===== src/sv/bol3_delay.sv =====
// ----------------------------------------------------------------------------
// bol3_delay: payload shift line
// DEPTH registers advancing together on enable.
// ----------------------------------------------------------------------------
module bol3_delay #(
    parameter int WIDTH = 64,
    parameter int DEPTH = 2
) (
    input  logic             i_clk,
    input  logic             i_en,
    input  logic [WIDTH-1:0] i_d,
    output logic [WIDTH-1:0] o_q
);
    logic [WIDTH-1:0] r_tap [DEPTH];

    always_ff @(posedge i_clk) begin
        if (i_en) begin
            r_tap[0] <= i_d;
            for (int k = 1; k < DEPTH; k++) begin
                r_tap[k] <= r_tap[k-1];
            end
        end
    end

    assign o_q = r_tap[DEPTH-1];
endmodule


===== config.mk =====
export PLATFORM = sky130hd
export DESIGN_NAME = bol3_delay
export DESIGN_NICKNAME = d
export VERILOG_FILES = /design/src/sv/bol3_delay.sv
export SDC_FILE = /design/constraint.sdc
export NUM_CORES = 1
export LEC_CHECK = 0
export ABC_AREA = 1
export CAP_MARGIN = 20
export CORE_MARGIN = 2
export CORE_UTILIZATION = 47
export CTS_CLUSTER_DIAMETER = 30
export CTS_CLUSTER_SIZE = 25
export DETAILED_ROUTE_END_ITERATION = 10
export DONT_BUFFER_PORTS = 1
export SLEW_MARGIN = 20
export SYNTH_ARGS = -nofsm -noshare
export SYNTH_HDL_FRONTEND = slang
export SYNTH_SLANG_ARGS = --single-unit

===== constraint.sdc =====
create_clock -name i_clk -period 1.1 [get_ports i_clk]
set_input_delay 0.165 -clock i_clk [delete_from_list [all_inputs] [get_ports i_clk]]
set_output_delay 0.165 -clock i_clk [all_outputs]
set_load 0.05 [all_outputs]

Yosys cells after proc, flatten, opt, wreduce, memory -nomap -nowiden:

Memory sizes are Yosys's and may differ from the RTL's.
Index checks and enable logic that the tools add are counted.

* flip-flop bits (word level): 0
* bits in writable memories: 128
* input port bits: 66
* output and inout bits: 64
* word-level logic and storage cells: 3
* memories: 1

Memory list
* r_tap: words 2, bits a word 64, read ports 2, clocked after memory_dff 0, write ports 2, line 14 `logic [WIDTH-1:0] r_tap [DEPTH];`

* muxes and demuxes: 2

Operators by type and width (count)
* 1-bit 2-to-1 mux: 2

Longest topological paths before layout:

* depth after elaboration: 2
* gate-level depth with buffers: 1
* gate-level depth less buffers: 0

Worst setup path after synthesis:

Ideal clock, no wire load.

* path type: reg-to-output
* start: memory r_tap[1][0] (netlist: r_tap[0][64])
* end: output o_q[0]
* arrival: 0.523 ns
* required time: 0.935 ns
* path slack: 0.412 ns
* stages on the path, launching flop included: 2
* buffers on the path: 1
* cells stage by stage: edfxtp_1 -> buf_4

RTL lines
* start: declaration: line 14
* end: declaration: line 12 `output logic [WIDTH-1:0] o_q`

==> metrics.md <==
| Metric | Value |
|---|---|
| Worst-path maximum fanout | `1` |
| Final clock skew | `0.00747 ns` |
| Critical path class | `register to primary output` |
| Sequential area share after synthesis | `88.9%` |
| Power density cells | `2150 mW/mm²` |
| # Post-CTS Setup Buffers | `0` |
| Pins Over Slew Limit | `0` |
| IO Pins | `130` |
| Routed Wire Length | `5.80 mm` |
| Synth Register Bits | `128` |
| CP Launch Type | `register` |
| CTS Buf Count | `17` |
| Die height | `99.9 µm` |
| Drt wl/cell | `15.9 µm` |
| Multi-In Gates | `0` |
| First-pass GRT wire length | `8.49 mm` |
| Post-layout net count | `306` |
| Via density | `4.45` |
| Clk_lat worst skew | `0.50 ns` |
| Share of cells above drive strength 1 | `23.7%` |
| Pin count of the biggest net entering global routing | `129` |
| Overflow left after global routing | `0` |
| DR pass1 iterations | `4` |
| Cell Rows | `35` |
| GRT Util Overall | `12.0%` |
| PortBufs | `0` |
| Largest registers | `r_tap x128` |
| Syn nets | `258` |
| Antenna cells | `0` |
| Starting density of the core | `47.7%` |
| Setup violators final | `64` |
| Full die area | `0.00998 mm²` |
| CTS Sinks | `128` |
| Status | `complete, but fails checks` |
| Post-route DRC | `0` |
| Die X | `99.9 µm` |
| Fmax | `0.768 GHz` |
| Clock root buffer | `clkbuf_8` |
| Max cap viols | `0` |
| Final TNS setup | `-9.79 ns` |
| Reg with most FFs | `r_tap` |
| CTS tree | `done` |
| Clock slew at reported path FFs | `0.06 ns` |
| Leading cell types in the layout, fill and taps excluded | `128 x edfxtp_1, 64 x dlygate4sd3_1, 29 x buf_6` |
| Hold Path Class | `primary input to register` |
| Tightest Pin Transition | `0.476 ns` |
| Core footprint | `0.00906 mm²` |
| Initial antenna violation count | `0` |
| Critical Path AT | `1.14 ns` |
| Pleak | `1.95 nW` |
| Worst Path Required | `0.94 ns` |
| Syn Inst Count | `192` |
| Fillcell total | `634` |
| Synth Cell Area | `0.00432 mm²` |
| Syn avg cell area | `22.5 µm²` |
| Number of cells on the worst hold path | `0` |
| Initial DRC count | `83` |
| Half-perimeter wire length after placement | `3.09 mm` |
| RSZ-0062 raised after global routing | `true` |
| Ys Warns | `0` |
| Most common cell after layout, fill and taps aside | `edfxtp_1` |
| Post-DRT Antenna Nets | `0` |
| Vias | `1620` |
| Final worst path period need | `1.30 ns` |
| Hold_buf cts | `64` |
| Max reg flops | `128` |
| Final Hold Fails | `128` |
| WHS | `-0.216 ns` |
| Global placement routability congestion | `0.656` |
| Pre-CTS setup slack | `0.301 ns` |
| Area Growth Syn to Fin | `27.3%` |
| Setup ws final | `-0.203 ns` |
| Worst vdd rail ir drop | `1100 µV` |
| Failing checks | `negative hold slack, negative setup slack` |
| CTS H-Tree Depth | `4` |
| Slew headroom | `68.3%` |
| Area of the multi-input gates | `0 µm²` |
| Final Cycle Share | `118%` |
| Vias in the first global route | `1640` |
| Critical path endpoint category | `primary output` |
| WP depth | `0` |
| R2R cell count | `0` |
| CTS Buffer Depth | `2` |
| Count of cell types in the netlist | `2` |
power by group:
group | internal [W] | total (W) | switching [W]
Clock | 0.00302 | 0.00504 | 0.00201
Sequential | 0.00580 | 0.00621 | 0.000411
Combinational | 0.000280 | 0.000597 | 0.000317
Total | 0.00910 | 0.0118 | 0.00274
routing by layer:
metal  vias to the layer above  track usage, %  wire length [µm]
li1                        754               -                 -
met5                         -               0                 0
met1                       783            12.1              2150
met4                         0            6.64                68
met2                        77            20.2              3150
met3                         6            6.27               437
synth_stat cells:
| library cell | instances | area share [%] |
|---|---|---|
| buf_4 | 64 | 11 |
| edfxtp_1 | 128 | 89 |
stage by stage:
step                      std cells  instance area (µm²)  total power, W  util (%)
after floorplan                 192                 4320         0.00673         -
after global placement          268                 4200         0.00666      46.3
after detailed placement        268                 4200         0.00667      46.3
after CTS                       364                 5500          0.0120      60.7
after global routing            364                 5500          0.0123      60.7
final                           364                 5500          0.0118      60.7
what timing repair did:
| item | CTS | global route |
|---|---|---|
| resized for setup | 29 | 0 |
| endpoints found under the hold margin | 192 | 128 |
| endpoints found under the setup margin | 64 | 64 |
| pin swaps | 0 | 0 |
layout make-up:
cell class | count | area [µm²] | share of cell area, %
clock buffers | 18 | 418 | 7.59
clock inverters | 14 | 136 | 2.48
flip-flops and latches | 128 | 3840 | 69.8
well taps | 111 | 139 | 2.52
repair buffers | 93 | 967 | 17.6
cell families after synthesis:
family,share of synthesized area (%)
DFF,88.9
buffers and inverters,11.1
path summary, 6_finish.rpt:
check	startpoint	to	slack (ns)
setup reg to reg	r_tap[0][36]$_DFFE_PP_	r_tap[0][100]$_DFFE_PP_	0.46
hold reg to reg	r_tap[0][38]$_DFFE_PP_	r_tap[0][102]$_DFFE_PP_	0.42
hold / removal	i_en	r_tap[0][12]$_DFFE_PP_	-0.22
setup / recovery	r_tap[0][74]$_DFFE_PP_	o_q[10]	-0.20
Note: power is estimated with default switching activity, not from simulation.
